$ cat config.mk
export PLATFORM = sky130hd
export DESIGN_NAME = serial_io_command_parser_top
export DESIGN_NICKNAME = d
export VERILOG_FILES = /design/src/hw/rtl/siocp_pkg.sv /design/src/hw/rtl/siocp_front.sv /design/src/hw/rtl/siocp_queue.sv /design/src/hw/rtl/siocp_back.sv /design/src/hw/rtl/serial_io_command_parser_top.sv
export SDC_FILE = /design/constraint.sdc
export NUM_CORES = 1
export LEC_CHECK = 0
export BUFFER_PORTS_ARGS = -buffer_cell sky130_fd_sc_hd__buf_2
export CORE_MARGIN = 2
export CORE_UTILIZATION = 50
export CTS_CLUSTER_DIAMETER = 150
export DETAILED_ROUTE_END_ITERATION = 10
export GPL_ROUTABILITY_DRIVEN = 0
export PLACE_DENSITY = 0.66
export SLEW_MARGIN = 20
export SYNTH_ARGS = -nofsm -noshare
export SYNTH_HDL_FRONTEND = slang
export SYNTH_SLANG_ARGS = --single-unit
$ cat constraint.sdc
create_clock -name clk_i -period 8.27 [get_ports clk_i]
set_input_delay 1.2405 -clock clk_i [delete_from_list [all_inputs] [get_ports clk_i]]
set_output_delay 1.2405 -clock clk_i [all_outputs]
set_load 0.005 [all_outputs]
$ cat src/hw/rtl/siocp_pkg.sv
`timescale 1ns / 1ps
// ----------------------------------------------------------------------------
// siocp_pkg: shared types and constants of the serial I/O command parser
// Holds the job descriptor passed from the front end to the reply engine,
// the result kind codes and the ASCII characters of the command protocol.
// ----------------------------------------------------------------------------
package siocp_pkg;

  // Stream widths: fields packed from bit 0 up, padded to whole bytes
  localparam int IN_TDATA_W  = 32;  // rx_byte, pin_inputs, adc_value, tx_ready
  localparam int OUT_TDATA_W = 24;  // reply_byte, led_outputs, conv_channel

  // Protocol characters
  localparam logic [7:0] CH_STAR    = 8'h2A;
  localparam logic [7:0] CH_A       = 8'h41;
  localparam logic [7:0] CH_B       = 8'h42;
  localparam logic [7:0] CH_C       = 8'h43;
  localparam logic [7:0] CH_CR      = 8'h0D;
  localparam logic [3:0] ASCII_HI   = 4'h3;   // upper nibble of '0'..'?'

  // Result kinds on the output stream
  typedef enum logic [1:0] {
    KIND_LED   = 2'd0,
    KIND_REPLY = 2'd1,
    KIND_CONV  = 2'd2
  } res_kind_e;

  // Work classified by the front end, expanded by the reply engine
  typedef enum logic [2:0] {
    JOB_SET,         // one output-bit update word
    JOB_STATUS,      // five-byte status reply
    JOB_SET_STATUS,  // update word followed by the status reply
    JOB_CONV_REQ,    // one start-conversion word
    JOB_CONV_REPLY   // eight-byte conversion reply
  } job_kind_e;

  typedef struct packed {
    job_kind_e   kind;
    logic [7:0]  led;    // output bits after the item
    logic [7:0]  pins;   // input pin levels for a status reply
    logic [2:0]  chan;   // channel of a request or a reply
    logic [9:0]  adc;    // converter result for a reply
  } job_t;

endpackage

$ cat src/hw/rtl/siocp_front.sv
`timescale 1ns / 1ps
// ----------------------------------------------------------------------------
// siocp_front: command matchers and job classifier
// Runs the set, status and conversion matchers on each accepted item and
// pushes one job descriptor for every item that produces results.
// ----------------------------------------------------------------------------
module siocp_front (
  input  logic              clk_i,
  input  logic              rst_ni,
  input  logic              accept_i,
  input  logic              op_i,
  input  logic [7:0]        rx_byte_i,
  input  logic [7:0]        pins_i,
  input  logic [9:0]        adc_i,
  input  logic              tx_ready_i,
  output logic              push_o,
  output siocp_pkg::job_t   job_o
);

  typedef enum logic [2:0] {
    SET_IDLE, SET_GOT_STAR, SET_WAIT_CHAN, SET_WAIT_VAL, SET_WAIT_CR
  } set_state_e;

  typedef enum logic [1:0] {
    STS_IDLE, STS_GOT_STAR, STS_WAIT_CR
  } sts_state_e;

  typedef enum logic [1:0] {
    CNV_IDLE, CNV_GOT_STAR, CNV_WAIT_CHAN, CNV_WAIT_CR
  } cnv_state_e;

  set_state_e set_q, set_d;
  sts_state_e sts_q, sts_d;
  cnv_state_e cnv_q, cnv_d;
  logic [2:0] set_chan_q, set_chan_d;
  logic       set_val_q, set_val_d;
  logic [2:0] cnv_sel_q, cnv_sel_d;
  logic [7:0] bits_q, bits_d;
  logic       pend_q, pend_d;
  logic [2:0] pend_chan_q, pend_chan_d;
  logic       fire_set, fire_sts, fire_req, fire_rep;
  logic       is_cr, is_star;

  assign is_cr   = (rx_byte_i == siocp_pkg::CH_CR);
  assign is_star = (rx_byte_i == siocp_pkg::CH_STAR);

  always_comb begin
    set_d       = set_q;
    sts_d       = sts_q;
    cnv_d       = cnv_q;
    set_chan_d  = set_chan_q;
    set_val_d   = set_val_q;
    cnv_sel_d   = cnv_sel_q;
    bits_d      = bits_q;
    pend_d      = pend_q;
    pend_chan_d = pend_chan_q;
    fire_set    = 1'b0;
    fire_sts    = 1'b0;
    fire_req    = 1'b0;
    fire_rep    = 1'b0;
    if (accept_i && !op_i) begin
      case (set_q)
        SET_IDLE:      if (is_star) set_d = SET_GOT_STAR;
        SET_GOT_STAR:  set_d = (rx_byte_i == siocp_pkg::CH_A) ? SET_WAIT_CHAN : SET_IDLE;
        SET_WAIT_CHAN: begin
          set_chan_d = rx_byte_i[2:0];
          set_d      = SET_WAIT_VAL;
        end
        SET_WAIT_VAL: begin
          set_val_d = rx_byte_i[0];
          set_d     = SET_WAIT_CR;
        end
        default: begin
          if (is_cr) begin
            bits_d[set_chan_q] = set_val_q;
            fire_set           = 1'b1;
          end
          set_d = SET_IDLE;
        end
      endcase
      case (sts_q)
        STS_IDLE:     if (is_star) sts_d = STS_GOT_STAR;
        STS_GOT_STAR: sts_d = (rx_byte_i == siocp_pkg::CH_B) ? STS_WAIT_CR : STS_IDLE;
        default: begin
          fire_sts = is_cr && tx_ready_i;
          sts_d    = STS_IDLE;
        end
      endcase
      case (cnv_q)
        CNV_IDLE:      if (is_star) cnv_d = CNV_GOT_STAR;
        CNV_GOT_STAR:  cnv_d = (rx_byte_i == siocp_pkg::CH_C) ? CNV_WAIT_CHAN : CNV_IDLE;
        CNV_WAIT_CHAN: begin
          cnv_sel_d = rx_byte_i[2:0];
          cnv_d     = CNV_WAIT_CR;
        end
        default: begin
          if (is_cr) begin
            pend_d      = 1'b1;
            pend_chan_d = cnv_sel_q;
            fire_req    = 1'b1;
          end
          cnv_d = CNV_IDLE;
        end
      endcase
    end else if (accept_i && op_i && pend_q) begin
      // consume the request even when the reply is dropped
      pend_d   = 1'b0;
      fire_rep = tx_ready_i;
    end
  end

  always_comb begin
    if (fire_rep) begin
      job_o.kind = siocp_pkg::JOB_CONV_REPLY;
    end else if (fire_set && fire_sts) begin
      job_o.kind = siocp_pkg::JOB_SET_STATUS;
    end else if (fire_set) begin
      job_o.kind = siocp_pkg::JOB_SET;
    end else if (fire_sts) begin
      job_o.kind = siocp_pkg::JOB_STATUS;
    end else begin
      job_o.kind = siocp_pkg::JOB_CONV_REQ;
    end
    job_o.led  = bits_d;
    job_o.pins = pins_i;
    job_o.chan = fire_rep ? pend_chan_q : cnv_sel_q;
    job_o.adc  = adc_i;
  end

  assign push_o = fire_set | fire_sts | fire_req | fire_rep;

  always_ff @(posedge clk_i or negedge rst_ni) begin
    if (!rst_ni) begin
      set_q       <= SET_IDLE;
      sts_q       <= STS_IDLE;
      cnv_q       <= CNV_IDLE;
      set_chan_q  <= '0;
      set_val_q   <= 1'b0;
      cnv_sel_q   <= '0;
      bits_q      <= '0;
      pend_q      <= 1'b0;
      pend_chan_q <= '0;
    end else begin
      set_q       <= set_d;
      sts_q       <= sts_d;
      cnv_q       <= cnv_d;
      set_chan_q  <= set_chan_d;
      set_val_q   <= set_val_d;
      cnv_sel_q   <= cnv_sel_d;
      bits_q      <= bits_d;
      pend_q      <= pend_d;
      pend_chan_q <= pend_chan_d;
    end
  end

endmodule

$ cat src/hw/rtl/siocp_queue.sv
`timescale 1ns / 1ps
// ----------------------------------------------------------------------------
// siocp_queue: job queue between front end and reply engine
// Small register FIFO of job descriptors with a first-word view at the head.
// ----------------------------------------------------------------------------
module siocp_queue #(
  parameter int DEPTH = 4
) (
  input  logic            clk_i,
  input  logic            rst_ni,
  input  logic            push_i,
  input  siocp_pkg::job_t push_job_i,
  output logic            full_o,
  input  logic            pop_i,
  output logic            head_valid_o,
  output siocp_pkg::job_t head_job_o
);

  localparam int PTR_W = (DEPTH > 1) ? $clog2(DEPTH) : 1;
  localparam int CNT_W = $clog2(DEPTH + 1);

  siocp_pkg::job_t mem_q [DEPTH];
  logic [PTR_W-1:0] wr_q, rd_q;
  logic [CNT_W-1:0] cnt_q;

  function automatic logic [PTR_W-1:0] nxt(input logic [PTR_W-1:0] p);
    return (p == PTR_W'(DEPTH - 1)) ? '0 : p + 1'b1;
  endfunction

  assign full_o       = (cnt_q == CNT_W'(DEPTH));
  assign head_valid_o = (cnt_q != '0);
  assign head_job_o   = mem_q[rd_q];

  always_ff @(posedge clk_i) begin
    if (push_i) begin
      mem_q[wr_q] <= push_job_i;
    end
  end

  always_ff @(posedge clk_i or negedge rst_ni) begin
    if (!rst_ni) begin
      wr_q  <= '0;
      rd_q  <= '0;
      cnt_q <= '0;
    end else begin
      if (push_i) begin
        wr_q <= nxt(wr_q);
      end
      if (pop_i) begin
        rd_q <= nxt(rd_q);
      end
      case ({push_i, pop_i})
        2'b10:   cnt_q <= cnt_q + 1'b1;
        2'b01:   cnt_q <= cnt_q - 1'b1;
        default: cnt_q <= cnt_q;
      endcase
    end
  end

endmodule

$ cat src/hw/rtl/siocp_back.sv
`timescale 1ns / 1ps
// ----------------------------------------------------------------------------
// siocp_back: reply engine
// Expands the job at the queue head into result words, one per cycle while
// the output is not stalled, into an output register; converts the converter
// result to decimal one digit per word.
// ----------------------------------------------------------------------------
module siocp_back (
  input  logic                  clk_i,
  input  logic                  rst_ni,
  input  logic                  head_valid_i,
  input  siocp_pkg::job_t       head_job_i,
  output logic                  pop_o,
  output logic                  out_valid_o,
  input  logic                  out_ready_i,
  output logic                  out_last_o,
  output siocp_pkg::res_kind_e  out_kind_o,
  output logic [7:0]            out_byte_o,
  output logic [7:0]            out_led_o,
  output logic [2:0]            out_chan_o
);

  logic                 valid_q;
  logic                 last_q;
  siocp_pkg::res_kind_e kind_q;
  logic [7:0]           byte_q, led_q;
  logic [2:0]           chan_q;
  logic [2:0]           idx_q;
  logic [9:0]           dig_q;

  logic                 advance, emit, last_w;
  siocp_pkg::res_kind_e kind_w;
  logic [7:0]           byte_w, sts_byte, rep_byte;
  logic [2:0]           chan_w, sts_idx;
  logic [9:0]           dig_src, rem_full;
  logic [17:0]          prod;
  logic [6:0]           quot;

  assign advance = !valid_q || out_ready_i;
  assign emit    = head_valid_i && advance;
  assign pop_o   = emit && last_w;

  // divide by ten via reciprocal 205/2048, exact below 1029
  assign dig_src  = (idx_q == 3'd3) ? head_job_i.adc : dig_q;
  assign prod     = 18'(dig_src) * 18'd205;
  assign quot     = prod[17:11];
  assign rem_full = dig_src - {quot, 3'b000} - {2'b00, quot, 1'b0};

  assign sts_idx = (head_job_i.kind == siocp_pkg::JOB_SET_STATUS) ? idx_q - 3'd1 : idx_q;

  always_comb begin
    case (sts_idx)
      3'd0:    sts_byte = siocp_pkg::CH_STAR;
      3'd1:    sts_byte = siocp_pkg::CH_B;
      3'd2:    sts_byte = {siocp_pkg::ASCII_HI, head_job_i.pins[3:0]};
      3'd3:    sts_byte = {siocp_pkg::ASCII_HI, head_job_i.pins[7:4]};
      default: sts_byte = siocp_pkg::CH_CR;
    endcase
  end

  always_comb begin
    case (idx_q)
      3'd0:    rep_byte = siocp_pkg::CH_STAR;
      3'd1:    rep_byte = siocp_pkg::CH_C;
      3'd2:    rep_byte = {siocp_pkg::ASCII_HI, 1'b0, head_job_i.chan};
      3'd7:    rep_byte = siocp_pkg::CH_CR;
      default: rep_byte = {siocp_pkg::ASCII_HI, rem_full[3:0]};
    endcase
  end

  always_comb begin
    kind_w = siocp_pkg::KIND_REPLY;
    byte_w = 8'd0;
    chan_w = 3'd0;
    last_w = 1'b1;
    case (head_job_i.kind)
      siocp_pkg::JOB_SET: begin
        kind_w = siocp_pkg::KIND_LED;
      end
      siocp_pkg::JOB_STATUS: begin
        byte_w = sts_byte;
        last_w = (idx_q == 3'd4);
      end
      siocp_pkg::JOB_SET_STATUS: begin
        kind_w = (idx_q == 3'd0) ? siocp_pkg::KIND_LED : siocp_pkg::KIND_REPLY;
        byte_w = (idx_q == 3'd0) ? 8'd0 : sts_byte;
        last_w = (idx_q == 3'd5);
      end
      siocp_pkg::JOB_CONV_REQ: begin
        kind_w = siocp_pkg::KIND_CONV;
        chan_w = head_job_i.chan;
      end
      siocp_pkg::JOB_CONV_REPLY: begin
        byte_w = rep_byte;
        last_w = (idx_q == 3'd7);
      end
      default: begin
        last_w = 1'b1;
      end
    endcase
  end

  always_ff @(posedge clk_i) begin
    if (emit) begin
      last_q <= last_w;
      kind_q <= kind_w;
      byte_q <= byte_w;
      led_q  <= head_job_i.led;
      chan_q <= chan_w;
      dig_q  <= {3'b000, quot};
    end
  end

  always_ff @(posedge clk_i or negedge rst_ni) begin
    if (!rst_ni) begin
      valid_q <= 1'b0;
      idx_q   <= '0;
    end else if (emit) begin
      valid_q <= 1'b1;
      idx_q   <= last_w ? 3'd0 : idx_q + 3'd1;
    end else if (advance) begin
      valid_q <= 1'b0;
    end
  end

  assign out_valid_o = valid_q;
  assign out_last_o  = last_q;
  assign out_kind_o  = kind_q;
  assign out_byte_o  = byte_q;
  assign out_led_o   = led_q;
  assign out_chan_o  = chan_q;

endmodule

$ cat src/hw/rtl/serial_io_command_parser_top.sv
`timescale 1ns / 1ps
// ----------------------------------------------------------------------------
// serial_io_command_parser_top: serial I/O command parser
// Parses "*A<ch><v>CR", "*B CR" and "*C<ch>CR" commands from a byte stream
// and emits output-bit updates, conversion requests and ASCII replies.
//
// Input words (s_axis): tuser selects a command byte (0) or a conversion
// completion (1); tdata carries the byte, the input pin levels, the converter
// result and the transmitter-ready flag. Output words (m_axis): tuser gives
// the kind (bits updated, reply byte, start conversion), tlast marks the
// last word caused by one input word.
// The front end takes one input word per cycle while the job queue has room
// (QUEUE_DEPTH jobs). The reply engine drains one output word per cycle while
// the receiver does not stall; each job expands to between one and eight
// words. With an empty queue and a free output register, the first word of an
// item passes through the job queue and then the output register.
// When the receiver stalls, the output register holds its word,
// the queue fills, and s_axis_tready drops only once the queue is full.
// Reset clears the matchers, the output bits, any pending conversion, the
// queue and the output register.
// ----------------------------------------------------------------------------
module serial_io_command_parser_top #(
  parameter int QUEUE_DEPTH = 4
) (
  input  logic                              clk_i,
  input  logic                              rst_ni,
  input  logic                              s_axis_tvalid,
  output logic                              s_axis_tready,
  // [7:0] rx_byte, [15:8] pin_inputs, [25:16] adc_value, [26] tx_ready
  input  logic [siocp_pkg::IN_TDATA_W-1:0]  s_axis_tdata,
  // [0] op
  input  logic                              s_axis_tuser,
  output logic                              m_axis_tvalid,
  input  logic                              m_axis_tready,
  // [7:0] reply_byte, [15:8] led_outputs, [18:16] conv_channel
  output logic [siocp_pkg::OUT_TDATA_W-1:0] m_axis_tdata,
  // [1:0] kind
  output logic [1:0]                        m_axis_tuser,
  output logic                              m_axis_tlast
);

  logic                 accept;
  logic                 q_full, q_push, q_pop, q_valid;
  siocp_pkg::job_t      push_job, head_job;
  siocp_pkg::res_kind_e out_kind;
  logic [7:0]           out_byte, out_led;
  logic [2:0]           out_chan;

  // Accept while the queue has room; an item that yields nothing pushes no job
  assign s_axis_tready = !q_full;
  assign accept        = s_axis_tvalid && s_axis_tready;

  siocp_front u_front (
    .clk_i      (clk_i),
    .rst_ni     (rst_ni),
    .accept_i   (accept),
    .op_i       (s_axis_tuser),
    .rx_byte_i  (s_axis_tdata[7:0]),
    .pins_i     (s_axis_tdata[15:8]),
    .adc_i      (s_axis_tdata[25:16]),
    .tx_ready_i (s_axis_tdata[26]),
    .push_o     (q_push),
    .job_o      (push_job)
  );

  siocp_queue #(
    .DEPTH (QUEUE_DEPTH)
  ) u_queue (
    .clk_i        (clk_i),
    .rst_ni       (rst_ni),
    .push_i       (q_push),
    .push_job_i   (push_job),
    .full_o       (q_full),
    .pop_i        (q_pop),
    .head_valid_o (q_valid),
    .head_job_o   (head_job)
  );

  siocp_back u_back (
    .clk_i        (clk_i),
    .rst_ni       (rst_ni),
    .head_valid_i (q_valid),
    .head_job_i   (head_job),
    .pop_o        (q_pop),
    .out_valid_o  (m_axis_tvalid),
    .out_ready_i  (m_axis_tready),
    .out_last_o   (m_axis_tlast),
    .out_kind_o   (out_kind),
    .out_byte_o   (out_byte),
    .out_led_o    (out_led),
    .out_chan_o   (out_chan)
  );

  // Pack the result word, padding to whole bytes
  assign m_axis_tdata = {5'b00000, out_chan, out_led, out_byte};
  assign m_axis_tuser = out_kind;

  // Retire a job only while one is at the head
  assert property (@(posedge clk_i) disable iff (!rst_ni) q_pop |-> q_valid)
    else $error("job popped from empty queue");

  // The word that retires a job is the one shown next, marked last
  assert property (@(posedge clk_i) disable iff (!rst_ni)
    q_pop |=> (m_axis_tvalid && m_axis_tlast))
    else $error("retired job did not end with a last word");

  // Never push into a full queue
  assert property (@(posedge clk_i) disable iff (!rst_ni) q_push |-> !q_full)
    else $error("job pushed into full queue");

endmodule

==> results.py <==
metrics = {
    "yosys": {
        "synthArstFlopShare": 0.192,
        "ys_seq_area_frac": 0.592,
        "synth_cells": 625,
        "synth_edf_count": 156,
        "synth-seq-cells": 193,
        "synth_area_leader_cell": "edfxtp_1",
        "syn_avg_cell_area_um2": 15.2,
        "yosysMostFrequentCell": "edfxtp_1",
        "synth_common_cells": "edfxtp_1, ha_1, dfrtp_1, inv_1, nand2_1",
        "synth.distinct_cells": 64,
        "netlist_area_um2": 9480,
        "yosysWarnings": 0,
        "synth-main-ff-cell": "edfxtp_1",
        "synthTopCellsByArea": "edfxtp_1, dfrtp_1, ha_1",
        "yosysTopAreaCellShare": 0.494,
    },
    "routing": {
        "drt-initial-drc-count": 313,
        "wire_per_inst_um": 18.5,
        "drt-pass1-iter-count": 5,
        "routed_via_density": 5.62,
        "drt_wl_total_mm": 17.3,
        "drc": 0,
        "ant_nets": 0,
        "vias": 5262,
    },
    "pwr": {
        "p_leak_nw": 4.35,
        "peakVddDrop_v": 0.000289,
        "p_sw_mw": 1.81,
        "power_mw": 4.59,
        "p_int_mw": 2.78,
        "switching_share": 0.395,
        "comb_power_share": 0.548,
        "power_density_nw_per_um2": 435,
        "clockPowerShare": 0.166,
        "power_frac_seq": 0.286,
    },
    "cts": {
        "cts_buffers": 17,
        "tritoncts": "yes",
        "clk_latency_ns": 0.43,
        "clock-root-buffer": "clkbuf_16",
        "cts-htree-levels": 4,
        "clock_sinks": 193,
        "cts_buffer_depth": 2,
        "postCtsHoldBufs": 0,
        "postCtsSetupBuffers": 0,
        "cts-resized-gates": 0,
        "clk_pin_slew_ns": 0.07,
    },
    "finish": {
        "drive_gt1_frac": 0.221,
        "nNetsFinal": 809,
        "areaGrowthSynthToFinish_pct": 11.2,
        "multiInputGateArea_um2": 3620,
        "fin_cells": 936,
        "fillers": 1479,
        "ff_latch_area_um2": 5610,
    },
    "hold_path": {
        "worstHoldStart": "u_queue.cnt_q[2]$_DFFE_PN0P_",
        "hold_depth": 1,
        "worstHoldPathType": "flip-flop to flip-flop",
        "holdPathEnd": "u_queue.cnt_q[2]$_DFFE_PN0P_",
    },
    "floorplan": {
        "chipHeight_um": 142,
        "die_width_um": 142,
        "core-area_um2": 18600,
        "io_pins": 66,
        "num_rows": 50,
        "dieArea_um2": 20100,
        "start_util": 0.509,
    },
    "setup_path": {
        "worst_setup_path_start_kind": "flip-flop",
        "r2r_cells": 24,
        "critPathKind": "flip-flop to flip-flop",
        "required_ns": 8.56,
        "endpoint_kind": "flip-flop",
        "worstPathArrival_ns": 7.24,
        "crit_fanout": 12,
        "reg2reg_slack_ns": 1.33,
        "r2r-start": "u_back.idx_q[1]$_DFFE_PN0P_",
        "r2r-end": "u_back.out_byte_o[3]$_DFFE_PP_",
    },
    "global_route": {
        "use_met2": 0.316,
        "grt_usage": 0.187,
        "use_met1": 0.240,
        "grt_max_degree": 38,
        "antenna_found_initial": 2,
        "busiest_layer": "met2",
        "grt.met3_usage": 0.0456,
        "grt_pass1_wl_mm": 28.8,
        "overflow": 0,
        "first_global_vias": 5602,
    },
    "flow_run": {
        "cap_violations": 0,
    },
    "timing": {
        "fmax_mhz": 144,
        "tightest_slew_ns": 0.947,
        "slew_viol_final": 0,
        "worst_slew_margin_rel": 0.369,
        "setup_viol": 0,
        "finalClockSkew_ns": 0.0120,
        "timing.final.crit_share": 0.840,
        "report.final.hold_viol_count": 0,
        "rsz0062_at_grt": "false",
        "period_minus_slack_ns": 6.94,
        "fin_tns_setup_ns": 0,
    },
    "placed_design": {
        "portBuffers": 54,
        "dpl.hpwl_mm": 12.0,
        "dp_cells": 903,
    },
    "run_status": {
        "status": "finished clean",
    },
}
## worst max-delay path, cell delays in order (launching register included)
cell and delay, ns:
dfrtp_1 0.50, ha_1 0.30, ha_1 0.54, mux2i_1 0.47
inv_1 0.15, ha_1 0.36, xor2_1 0.16, ha_1 0.18
a21o_1 0.18, fa_1 0.50, inv_1 0.06, fa_1 0.52
inv_1 0.04, ha_1 0.30, nand2_1 0.06, o21ai_0 0.14
a211o_1 0.34, and3_4 0.20, or3_1 0.29, and2_1 0.18
ha_1 0.30, and2_1 0.16, or4_4 0.49, a211oi_2 0.23
nand3b_1 0.14
## state kept, by name, indices dropped and copies added, names as in the netlist, 3 cells and up
| signal | flops |
|---|---|
| u_queue.mem_q | 128 |
| u_back.out_led_o | 8 |
| u_front.bits_q | 8 |
| u_back.dig_q | 7 |
| u_back.out_byte_o | 7 |
| u_back.idx_q | 3 |
| u_back.out_chan_o | 3 |
| u_front.cnv_sel_q | 3 |
| u_front.pend_chan_q | 3 |
| u_front.set_chan_q | 3 |
| u_front.set_q | 3 |
| u_queue.cnt_q | 3 |
## cell families after synthesis
logic type / Yosys count / synth area share
AOI/OAI and AO/OA: 77 / 0.0523
xor gates and xnor gates: 14 / 0.0149
adders and majority gates: 84 / 0.124
buffers and inverters: 60 / 0.0285
DFF: 193 / 0.592
muxes: 68 / 0.115
other: 1 / 0.000395
and+or+nand+nor: 128 / 0.0734
## layer usage
layer	wire, µm	part of all wire
met1	7300	0.42
met2	8760	0.50
met3	928	0.054
met4	345	0.020
met5	13	0.00075
## layout by cell type, fill, tap and decap left out, types with 5 or more instances in the layout
master,count
nand2_1,29
a21o_1,7
mux2i_1,10
fa_1,17
nor2b_1,7
mux2_2,28
o21ai_0,23
buf_4,8
o22ai_1,5
mux4_2,27
nor3_1,8
conb_1,6
nand3b_1,6
nor2_1,28
dfrtp_1,36
edfxtp_1,156
xor2_1,5
ha_1,67
buf_2,54
nand3_1,9
and2_1,11
xnor2_1,8
clkbuf_16,17
inv_1,37
a21oi_1,17
## worst max-delay path by stage
stage	from	end	slack (ns)	depth (start not counted)
5_1_grt	u_back.idx_q[1]$_DFFE_PN0P_	u_back.out_byte_o[3]$_DFFE_PP_	0.97	21
3_5_place_dp	u_back.idx_q[1]$_DFFE_PN0P_	u_back.out_byte_o[3]$_DFFE_PP_	1.33	24
4_1_cts	u_back.idx_q[1]$_DFFE_PN0P_	u_back.out_byte_o[3]$_DFFE_PP_	1.31	24
3_3_place_gp	u_back.idx_q[1]$_DFFE_PN0P_	u_back.out_byte_o[3]$_DFFE_PP_	1.42	24
2_1_floorplan	u_queue.rd_q[0]$_DFFE_PN0P_	u_back.out_byte_o[3]$_DFFE_PP_	1.59	25
6_report	u_back.idx_q[1]$_DFFE_PN0P_	u_back.out_byte_o[3]$_DFFE_PP_	1.33	24
## power groups by stage
stage	Sequential, mW	Combinational, mW	Clock [mW]
floorplan	1.28	1.98	0
global placement	1.33	2.45	0
detailed placement	1.34	2.53	0
CTS	1.32	2.55	0.777
global route	1.33	2.90	0.818
finish	1.32	2.52	0.761
## layout make-up
type / count / area share
Multi-Input combinational cell: 377 / 0.343
Sequential cell: 193 / 0.532
Clock inverter: 10 / 0.00830
Antenna cell: 1 / 0.000237
Tap cell: 234 / 0.0278
Timing Repair Buffer: 62 / 0.0313
Clock buffer: 22 / 0.0440
Inverter: 37 / 0.0132
## through the flow
stage | hold slack [ns] | instance area [µm²] | setup slack [ns] | util
after detailed placement | 0.482 | 9990 | 1.33 | 0.536
after global placement | 0.477 | 9990 | 1.42 | 0.536
after CTS | 0.492 | 10500 | 1.31 | 0.566
after global routing | 0.508 | 10500 | 0.969 | 0.566
final | 0.493 | 10500 | 1.33 | 0.566
after floorplan | 0.457 | 9500 | 1.59 | -
(Power assumes the default switching activity.)
